<file path="src/sv/sbh_pkg.sv">
`timescale 1ns / 1ps

package sbh_pkg;

    localparam int DIGEST_WORDS = 8;
    localparam int SCHED_WORDS  = 16;

    localparam logic       ACT_ABSORB = 1'b0;
    localparam logic       ACT_FINISH = 1'b1;
    localparam logic [7:0] PAD_BYTE   = 8'h80;
    localparam logic [7:0] ZERO_BYTE  = 8'h00;
    localparam logic [5:0] LENGTH_POS = 6'd56;
    localparam logic [5:0] FILL_LAST  = 6'd63;
    localparam logic [5:0] ROUND_LAST = 6'd63;
    localparam logic [2:0] LEN_LAST   = 3'd7;
    localparam logic [2:0] WORD_LAST  = 3'(DIGEST_WORDS - 1);

    localparam logic [31:0] HASH_INIT [DIGEST_WORDS] = '{
        32'h6a09e667, 32'hbb67ae85, 32'h3c6ef372, 32'ha54ff53a,
        32'h510e527f, 32'h9b05688c, 32'h1f83d9ab, 32'h5be0cd19};

    localparam logic [31:0] ROUND_K [64] = '{
        32'h428a2f98, 32'h71374491, 32'hb5c0fbcf, 32'he9b5dba5,
        32'h3956c25b, 32'h59f111f1, 32'h923f82a4, 32'hab1c5ed5,
        32'hd807aa98, 32'h12835b01, 32'h243185be, 32'h550c7dc3,
        32'h72be5d74, 32'h80deb1fe, 32'h9bdc06a7, 32'hc19bf174,
        32'he49b69c1, 32'hefbe4786, 32'h0fc19dc6, 32'h240ca1cc,
        32'h2de92c6f, 32'h4a7484aa, 32'h5cb0a9dc, 32'h76f988da,
        32'h983e5152, 32'ha831c66d, 32'hb00327c8, 32'hbf597fc7,
        32'hc6e00bf3, 32'hd5a79147, 32'h06ca6351, 32'h14292967,
        32'h27b70a85, 32'h2e1b2138, 32'h4d2c6dfc, 32'h53380d13,
        32'h650a7354, 32'h766a0abb, 32'h81c2c92e, 32'h92722c85,
        32'ha2bfe8a1, 32'ha81a664b, 32'hc24b8b70, 32'hc76c51a3,
        32'hd192e819, 32'hd6990624, 32'hf40e3585, 32'h106aa070,
        32'h19a4c116, 32'h1e376c08, 32'h2748774c, 32'h34b0bcb5,
        32'h391c0cb3, 32'h4ed8aa4a, 32'h5b9cca4f, 32'h682e6ff3,
        32'h748f82ee, 32'h78a5636f, 32'h84c87814, 32'h8cc70208,
        32'h90befffa, 32'ha4506ceb, 32'hbef9a3f7, 32'hc67178f2};

    typedef enum logic [5:0] {
        S_IDLE  = 6'b000001,
        S_PAD   = 6'b000010,
        S_LEN   = 6'b000100,
        S_LOAD  = 6'b001000,
        S_ROUND = 6'b010000,
        S_FINAL = 6'b100000
    } t_state;

    function automatic logic [31:0] big_sigma0(input logic [31:0] x);
        big_sigma0 = {x[1:0], x[31:2]} ^ {x[12:0], x[31:13]} ^ {x[21:0], x[31:22]};
    endfunction

    function automatic logic [31:0] big_sigma1(input logic [31:0] x);
        big_sigma1 = {x[5:0], x[31:6]} ^ {x[10:0], x[31:11]} ^ {x[24:0], x[31:25]};
    endfunction

    function automatic logic [31:0] small_sigma0(input logic [31:0] x);
        small_sigma0 = {x[6:0], x[31:7]} ^ {x[17:0], x[31:18]} ^ {3'b000, x[31:3]};
    endfunction

    function automatic logic [31:0] small_sigma1(input logic [31:0] x);
        small_sigma1 = {x[16:0], x[31:17]} ^ {x[18:0], x[31:19]} ^ {10'd0, x[31:10]};
    endfunction

endpackage

</file>
<file path="src/sv/sha256_byte_stream_hasher.sv">
`timescale 1ns / 1ps
// Channel   Dir  Signals                       Payload (lowest bit first)
// -------   ---  ----------------------------  --------------------------------------
// in item   in   i_tvalid i_tready i_tdata     tdata: data_byte[7:0]
//                i_tuser                       tuser: action[0]
// out item  out  o_tvalid o_tready o_tdata     tdata: digest_word[31:0]
//                o_tuser o_tlast               tuser: word_index[2:0]; tlast: last_word
//
// Absorb items are taken while idle. Each full 64-byte block then holds input off
// through one read of the 16-word block memory, 64 rounds of the single round unit
// and the fold into the hash words. A finish item walks the padding one
// byte per cycle (up to 72 bytes plus one or two blocks). Output of the eight words
// runs from its own register and overlaps absorbs of the next message; a finish
// waits until the previous digest has drained. Reset is synchronous; no clearing pass.
module sha256_byte_stream_hasher (
    input  logic        i_clk,
    input  logic        i_rst_n,
    input  logic        i_tvalid,
    output logic        i_tready,
    input  logic [7:0]  i_tdata,   // data_byte[7:0]
    input  logic        i_tuser,   // action[0]
    output logic        o_tvalid,
    input  logic        o_tready,
    output logic [31:0] o_tdata,   // digest_word[31:0]
    output logic [2:0]  o_tuser,   // word_index[2:0]
    output logic        o_tlast
);
    import sbh_pkg::*;

    t_state       r_state, n_state;
    logic [5:0]   r_fill, n_fill;
    logic [23:0]  r_part, n_part;
    logic [60:0]  r_msg, n_msg;
    logic [63:0]  r_len, n_len;
    logic [2:0]   r_lcnt, n_lcnt;
    logic         r_fin, n_fin;
    logic         r_tail, n_tail;
    logic [5:0]   r_rnd, n_rnd;
    logic         r_obusy, n_obusy;
    logic [2:0]   r_oidx, n_oidx;

    logic [31:0]  r_mem [SCHED_WORDS];
    logic [31:0]  r_rdata;
    logic [3:0]   rd_addr;

    logic [31:0]  r_hash [DIGEST_WORDS];
    logic [31:0]  r_v [DIGEST_WORDS];
    logic [31:0]  r_w [SCHED_WORDS];
    logic [31:0]  r_dig [DIGEST_WORDS];

    logic         in_fire;
    logic         last_blk;
    logic         push_en;
    logic [7:0]   push_byte;
    logic [31:0]  w_t, t1, t2, ch, maj;

    assign in_fire  = i_tvalid && i_tready;
    assign i_tready = (r_state == S_IDLE) && ((i_tuser == ACT_ABSORB) || !r_obusy);
    assign last_blk = r_fin && r_tail;

    assign o_tvalid = r_obusy;
    assign o_tdata  = r_dig[r_oidx];
    assign o_tuser  = r_oidx;
    assign o_tlast  = (r_oidx == WORD_LAST);

    always_comb begin
        n_state   = r_state;
        n_fill    = r_fill;
        n_part    = r_part;
        n_msg     = r_msg;
        n_len     = r_len;
        n_lcnt    = r_lcnt;
        n_fin     = r_fin;
        n_tail    = r_tail;
        n_rnd     = r_rnd;
        n_obusy   = r_obusy;
        n_oidx    = r_oidx;
        push_en   = 1'b0;
        push_byte = ZERO_BYTE;

        if (r_obusy && o_tready) begin
            if (r_oidx == WORD_LAST) begin
                n_obusy = 1'b0;
            end else begin
                n_oidx = r_oidx + 3'd1;
            end
        end

        unique case (r_state)
            S_IDLE: begin
                if (in_fire) begin
                    push_en = 1'b1;
                    if (i_tuser == ACT_ABSORB) begin
                        push_byte = i_tdata;
                        n_msg     = r_msg + 61'd1;
                        if (r_fill == FILL_LAST) begin
                            n_state = S_LOAD;
                        end
                    end else begin
                        push_byte = PAD_BYTE;
                        n_len     = {r_msg, 3'b000};
                        n_fin     = 1'b1;
                        n_tail    = 1'b0;
                        n_state   = (r_fill == FILL_LAST) ? S_LOAD : S_PAD;
                    end
                end
            end
            S_PAD: begin
                if (r_fill == LENGTH_POS) begin
                    n_state = S_LEN;
                    n_lcnt  = '0;
                end else begin
                    push_en = 1'b1;
                    if (r_fill == FILL_LAST) begin
                        n_state = S_LOAD;
                    end
                end
            end
            S_LEN: begin
                push_en   = 1'b1;
                push_byte = r_len[63:56];
                n_len     = {r_len[55:0], 8'h00};
                n_lcnt    = r_lcnt + 3'd1;
                if (r_lcnt == LEN_LAST) begin
                    n_tail  = 1'b1;
                    n_state = S_LOAD;
                end
            end
            S_LOAD: begin
                n_rnd   = '0;
                n_state = S_ROUND;
            end
            S_ROUND: begin
                n_rnd = r_rnd + 6'd1;
                if (r_rnd == ROUND_LAST) begin
                    n_state = S_FINAL;
                end
            end
            S_FINAL: begin
                n_state = S_IDLE;
                if (r_fin) begin
                    if (r_tail) begin
                        n_fin   = 1'b0;
                        n_tail  = 1'b0;
                        n_msg   = '0;
                        n_obusy = 1'b1;
                        n_oidx  = '0;
                    end else begin
                        n_state = S_PAD;
                    end
                end
            end
            default: begin
                n_state = S_IDLE;
            end
        endcase

        if (push_en) begin
            n_fill = r_fill + 6'd1;
            n_part = {r_part[15:0], push_byte};
        end
    end

    always_ff @(posedge i_clk) begin
        if (!i_rst_n) begin
            r_state <= S_IDLE;
            r_fill  <= '0;
            r_msg   <= '0;
            r_lcnt  <= '0;
            r_fin   <= 1'b0;
            r_tail  <= 1'b0;
            r_rnd   <= '0;
            r_obusy <= 1'b0;
            r_oidx  <= '0;
        end else begin
            r_state <= n_state;
            r_fill  <= n_fill;
            r_msg   <= n_msg;
            r_lcnt  <= n_lcnt;
            r_fin   <= n_fin;
            r_tail  <= n_tail;
            r_rnd   <= n_rnd;
            r_obusy <= n_obusy;
            r_oidx  <= n_oidx;
        end
    end

    always_ff @(posedge i_clk) begin
        r_part <= n_part;
        r_len  <= n_len;
    end

    assign rd_addr = (r_state == S_LOAD) ? '0 : (r_rnd[3:0] + 4'd1);

    always_ff @(posedge i_clk) begin
        if (push_en && (r_fill[1:0] == 2'b11)) begin
            r_mem[r_fill[5:2]] <= {r_part, push_byte};
        end
        r_rdata <= r_mem[rd_addr];
    end

    always_comb begin
        if (r_rnd < 6'(SCHED_WORDS)) begin
            w_t = r_rdata;
        end else begin
            w_t = small_sigma1(r_w[14]) + r_w[9] + small_sigma0(r_w[1]) + r_w[0];
        end
        ch  = (r_v[4] & r_v[5]) ^ (~r_v[4] & r_v[6]);
        maj = (r_v[0] & r_v[1]) ^ (r_v[0] & r_v[2]) ^ (r_v[1] & r_v[2]);
        t1  = r_v[7] + big_sigma1(r_v[4]) + ch + ROUND_K[r_rnd] + w_t;
        t2  = big_sigma0(r_v[0]) + maj;
    end

    always_ff @(posedge i_clk) begin
        if (r_state == S_LOAD) begin
            r_v <= r_hash;
        end else if (r_state == S_ROUND) begin
            r_v[7] <= r_v[6];
            r_v[6] <= r_v[5];
            r_v[5] <= r_v[4];
            r_v[4] <= r_v[3] + t1;
            r_v[3] <= r_v[2];
            r_v[2] <= r_v[1];
            r_v[1] <= r_v[0];
            r_v[0] <= t1 + t2;
            for (int i = 0; i < SCHED_WORDS - 1; i++) begin
                r_w[i] <= r_w[i + 1];
            end
            r_w[SCHED_WORDS - 1] <= w_t;
        end
    end

    always_ff @(posedge i_clk) begin
        if (!i_rst_n) begin
            r_hash <= HASH_INIT;
        end else if (r_state == S_FINAL) begin
            for (int i = 0; i < DIGEST_WORDS; i++) begin
                r_hash[i] <= last_blk ? HASH_INIT[i] : (r_hash[i] + r_v[i]);
            end
        end
    end

    always_ff @(posedge i_clk) begin
        if ((r_state == S_FINAL) && last_blk) begin
            for (int i = 0; i < DIGEST_WORDS; i++) begin
                r_dig[i] <= r_hash[i] + r_v[i];
            end
        end
    end

endmodule

</file>
<file path="config.mk">
export PLATFORM = sky130hd
export DESIGN_NAME = sha256_byte_stream_hasher
export DESIGN_NICKNAME = d
export VERILOG_FILES = /design/src/sv/sbh_pkg.sv /design/src/sv/sha256_byte_stream_hasher.sv
export SDC_FILE = /design/constraint.sdc
export NUM_CORES = 2
export LEC_CHECK = 0
export BUFFER_PORTS_ARGS = -buffer_cell sky130_fd_sc_hd__buf_2
export CORE_UTILIZATION = 30
export CTS_CLUSTER_SIZE = 16
export DETAILED_ROUTE_END_ITERATION = 7
export PLACE_DENSITY_LB_ADDON = 0.25
export SETUP_SLACK_MARGIN = 0.2
export SLEW_MARGIN = 10
export SYNTH_ARGS = -nofsm -noshare
export SYNTH_HDL_FRONTEND = slang
export SYNTH_SLANG_ARGS = --single-unit
</file>
<file path="constraint.sdc">
create_clock -name i_clk -period 25.1 [get_ports i_clk]
set_input_delay 2.51 -clock i_clk [delete_from_list [all_inputs] [get_ports i_clk]]
set_output_delay 2.51 -clock i_clk [all_outputs]
set_load 0.02 [all_outputs]
</file>
# Yosys cells after proc, flatten, opt, wreduce, memory -nomap -nowiden
# Memories as Yosys holds them, arrays and structs flattened. A register that Yosys moved wholly into a read port is not among the register bits.
# Cells that the tools add are included.
op_classes:
  n_addsub: 24
  mul: 0
  div: 0
  n_lt_le_gt_ge: 2
  eq_ne: 20
  shift: 0
  muxes: 69
  bitwise: 19
  n_reduce_logical: 19
ops:
  columns: ["op", "count"]
  rows:
  - ["$add A32 B32 Y32", 18]
  - ["$mux W256", 2]
  - ["$mux W32", 11]
  - ["$xor A32 B32 Y32", 9]
  - ["$mux W61", 4]
  - ["$and A32 B32 Y32", 5]
  - ["$mux W64", 2]
  - ["$pmux W64 S2", 1]
  - ["$pmux W61 S2", 1]
  - ["$add A61 B1 Y61 const B", 1]
  - ["$mux W6", 6]
  - ["$pmux W6 S6", 1]
  - ["$not A32 Y32", 1]
  - ["$xor A32 B22 Y32", 1]
  - ["$xor A32 B29 Y32", 1]
  - ["$eq A6 B6 Y1 const B", 4]
  - ["$mux W1", 22]
  - ["$mux W3", 7]
  - ["$mux W8", 2]
  - ["$ne A2 B2 Y1 const B", 8]
  - ["$pmux W8 S2", 1]
  - ["$add A6 B1 Y6 const B", 2]
  - ["$pmux W6 S2", 1]
  - ["$reduce_and A5 Y1", 2]
  - ["25 further kinds", 40]
word_totals:
  register_bits: 688
  latch_bits: 0
  mem_bits_rw: 1280
  rom_bits: 2048
  out_inout_bits: 38
  word_cells: 184
  mem_count: 4
mem_list:
  columns: ["memory", "depth", "width", "rd", "rd_clocked_by_memory_dff", "wr", "line_no", "rtl"]
  rows:
  - ["(no name shown)", 64, 32, 1, 0, 0, "sha256_byte_stream_hasher.sv:210", "t1 = r_v[7] + big_sigma1(r_v[4]) + ch + ROUND_K[r_rnd] + w_t;"]
  - ["r_mem", 16, 32, 1, 1, 1, "sha256_byte_stream_hasher.sv:42", "logic [31:0] r_mem [SCHED_WORDS];"]
  - ["r_w", 16, 32, 16, 0, 16, "sha256_byte_stream_hasher.sv:48", "logic [31:0] r_w [SCHED_WORDS];"]
  - ["r_dig", 8, 32, 1, 1, 8, "sha256_byte_stream_hasher.sv:49", "logic [31:0] r_dig [DIGEST_WORDS];"]

# Logic depth before layout (Yosys ltp)
# An unclocked memory read counts as a cell.
logic_depth:
  word_depth: 11
  mapped_depth: 50
  mapped_depth_nobuf: 49

# Worst setup path after synthesis
# OpenSTA, ideal clock, no wires.
synth_timing:
  path_kind: "register -> register"
  start: "register r_state[3]"
  end: "register r_v[0] in the netlist's numbering (enable)"
  setup_ps: 1093
  t_arrival_ps: 18047
  t_required_ps: 24007
  setup_slack_ps: 5961
  stages_incl_launch_ff: 6
  period_less_slack_ps: 19139
  cell_sequence: "dfxtp_1 > clkbuf_1 > nand3b_1 > clkinv_1 > nor2_1 > inv_1"
synth_via:
  elab_chain_len: 2
  word_cells_on_any_way: 3
  cone_classes: "2 x eq/ne; 1 x reduce/logical"
synth_lines:
  columns: ["item", "line_no", "rtl"]
  rows:
  - ["from (decl)", "sha256_byte_stream_hasher.sv:30", "t_state r_state, n_state;"]
  - ["from (signal assigned)", "sha256_byte_stream_hasher.sv:176", "r_state <= n_state;"]
  - ["$eq A6 B4 Y1 / $eq A6 B5 Y1 (equally long branches)", "sha256_byte_stream_hasher.sv:215, sha256_byte_stream_hasher.sv:217", null]
  - ["$reduce_bool A2 Y1 (no line) (*)", null, null]
  - ["to (signal assigned)", "sha256_byte_stream_hasher.sv:216", "r_v <= r_hash;"]
  - ["to (decl)", "sha256_byte_stream_hasher.sv:47", "logic [31:0] r_v [DIGEST_WORDS];"]
# Every way passes the cells marked *; elsewhere a longest branch is shown, timed or not.
# A chain may end at the register's enable or synchronous reset.

==> summary.md <==
| Metric | Value |
|---|---|
| Status | finished, final reports clean |
| Share of layout cells above drive strength 1 | 9.31% |
| RR Endpoint | r_v[255]$_DFFE_PP_ |
| R2r setup slk | 12.71 ns |
| Pre-antenna DRT Iters | 7 |
| Pre-CTS setup slack | 12.95 ns |
| Global route overflow | 0 |
| TNS Setup | 0 ns |
| Final Slew Violations | 0 |
| Fin Hold WS | 0.376 ns |
| Final core utilization | 34.1% |
| CTS Hold Bufs | 0 |
| Setup Fix Bufs, Post-CTS | 0 |
| Syn_nets | 9489 |
| Cell accounting for the most synthesized area | edfxtp_1 |
| Dpl cells | 13100 |
| Top-Level Pins | 51 |
| Critical Path End | r_v[255]$_DFFE_PP_ |
| Async SR Flop Fraction | 0% |
| Initial antenna violation count | 21 |
| Die height | 584 um |
| Crit path kind | register to register |
| CTS root buf | clkbuf_16 |
| Post-synthesis cell type count | 88 |
| Area grow syn2layout | 12.9% |
| Global Route Usage Sum | 18.8% |
| Syn Inst Count | 8875 |
| Critical path startpoint category | register |
| Area contributors post-synth | edfxtp_1 48%, dfxtp_1 7.4%, nand2_1 5.2% |
| Max Fclk | 80.7 MHz |
| Final WL | 327000 um |
| Power density cells | 63.0 nW/um^2 |
| RSZ-0062 raised after global routing | false |
| Residual DRC | 0 |
| Pin count of the biggest net entering global routing | 172 |
| Hold Path Class | register to register |
| Number of flops mapped to enable cells by yosys | 1621 |
| Critical Path Start | r_w[0][40]$_DFFE_PP_ |
| CTS resizes | 0 |
| Total of warnings raised by yosys | 0 |
| H-tree level count | 4 |
| Starting density of the core | 30.2% |
| Max Cap Viol | 0 |
| FF+latch count, synth | 1997 |
| Final Hold Fails | 0 |
| CTS buffer count | 228 |
| Synth Area in Simple Gates | 11.4% |
| Actual slew at the worst max-slew pin | 1.31 ns |
| NumNets Final | 9451 |
| Synth Flop Type | edfxtp_1 |
| Most frequent cell after synthesis | edfxtp_1 |
| Synth Area in Compound Gates | 11.9% |
| Worst r2r src | r_w[0][40]$_DFFE_PP_ |
| Via-per-instance ratio | 5.15 |
| FP Rows | 213 |
| CTS tree | built |
| Crit-path max FO | 5 |
| Clk_skew | 0.122 ns |
| Final worst slack | 12.71 ns |
| Xor/xnor share of the synthesized area | 5.53% |
| Worst VDD drop | 56.1 uV |
| IO Port Bufs | 50 |
| Number of global-route vias before repair | 68000 |
| Slew headroom | 11.8% |
| Non-filler cells, final | 13500 |
| Die Area | 341000 um^2 |
| Setup crit end kind | register |
| Crit-path max cell delay | 0.70 ns |
| Cells on worst reg2reg path | 49 |
| Worst endpoint required time | 25.67 ns |
| Final period util | 49.4% |
| Top cell type's share of synthesized area | 47.8% |
| Slowest-stage cell, CP | a221oi_1 |
| CTS clock-pin slew for the worst setup and hold paths | 0.06 ns |
| Post-synthesis mux area share | 3.95% |
| First-pass GRT wire length | 477000 um |
| Area share of fa/ha/maj cells after synthesis | 8.88% |
| Final antenna-violating net count | 0 |
| Wire per inst | 24.2 um |
| Routability Congestion | 0.927 |
| DP Wirelength | 224000 um |
| Clock Latency Late Sink | 0.93 ns |
| Via count | 69700 |
| Seq/Total Area, Yosys | 55.2% |
| Die Wd | 584 um |
| Final setup viols | 0 |
| Syn Area/Cell | 11.5 um^2 |
| Worst EP arrival | 12.97 ns |
| CTS Sinks | 1997 |
| Area of the core | 337000 um^2 |
| Post-layout min period | 12.39 ns |
| LEAKAGE | 0.0425 uW |
| Main combinational cell family by area after synthesis | compound AO/OA/AOI/OAI gates |
| CTS Buffer Depth | 4 |
| Synth top cells by count | 1621 x edfxtp_1, 1403 x nand2_1, 514 x a21oi_1 |
| Post-Synthesis Cell Area | 102000 um^2 |
| First DRT Iteration DRCs | 6408 |
-- placed cells by master (no fill, tap or decap), types with 137 or more instances in the layout --
cell type  count
ha_1         403
dfxtp_1      368
fa_1         196
o21ai_0      385
edfxtp_1    1621
nand2_1     1399
xor2_1       229
clkbuf_16    233
mux2_2       162
inv_1        403
nor2_1       431
a21oi_1      514
nand3_1      205
nor2b_1      137
a21o_1       243
xnor2_1      413
-- state kept, by name (all words and copies together) (netlist names), 3 cells and up --
signal / cells
o_tuser: 3
r_dig: 256
r_fill: 6
r_hash: 256
r_lcnt: 3
r_len: 61
r_mem: 512
r_msg: 61
r_part: 24
r_rdata: 32
r_rnd: 6
r_state: 6
r_v: 256
r_w: 512
-- worst max-delay path: cells and delay by family (launching register included) --
family	cells	cell delay, ns
AO/OA/AOI/OAI	19	4.74
adder cells (fa/ha/maj)	10	4.11
XOR/XNOR	6	1.39
AND/OR/NAND/NOR	7	0.82
buffers and inverters	7	0.49
flip-flops	1	0.48
-- through the flow --
| step | instance area, um^2 | power [uW] |
|---|---|---|
| after floorplan | 102000 | 3810 |
| after global placement | 107000 | 3870 |
| after detailed placement | 107000 | 3880 |
| after CTS | 115000 | 7320 |
| after global routing | 115000 | 7450 |
| final | 115000 | 7240 |
-- logic make-up (layout without fill, tap and decap cells) --
group,count (synthesis),in the layout
compound gates,1858,1858
buf+inv,850,1004
other cells,0,3
xor+xnor,642,642
fa+ha+maj,605,605
simple gates,2630,2630
mux,293,293
flops,1997,1997
-- metal layers --
metal,global-route usage (%),wire (um)
met1,27.3,155000
met2,29.0,145000
met3,2.81,18800
met4,4.75,8370
met5,0,85
-- how the worst min path moves through the flow --
stage	startpoint	end	cells past startpoint
2_1_floorplan	r_w[0][132]$_DFFE_PP_	r_w[0][100]$_DFFE_PP_	0
3_3_place_gp	r_w[1][78]$_DFFE_PP_	r_w[1][46]$_DFFE_PP_	0
3_5_place_dp	r_w[0][132]$_DFFE_PP_	r_w[0][100]$_DFFE_PP_	0
4_1_cts	r_w[0][219]$_DFFE_PP_	r_w[0][187]$_DFFE_PP_	0
5_1_grt	r_w[0][219]$_DFFE_PP_	r_w[0][187]$_DFFE_PP_	0
6_report	r_w[0][219]$_DFFE_PP_	r_w[0][187]$_DFFE_PP_	0
-- area by class of cell --
| class | instances | area [um^2] |
|---|---|---|
| fill | 33400 | 222000 |
| sequential | 1997 | 56200 |
| multi-input combinational | 6028 | 42600 |
| clock buffer | 306 | 6270 |
| tap | 4515 | 5650 |
| inverter | 408 | 1550 |
| clock inverter | 116 | 1340 |
| timing repair buffer | 174 | 1250 |
| antenna | 3 | 7.51 |
-- report_power, final --
part / total (uW) / switching [uW] / internal [uW]
clock: 3430 / 1400 / 2030
combinational: 85.7 / 64.6 / 21.1
sequential: 3720 / 67.5 / 3650
Power figures use the tool's default switching activity.
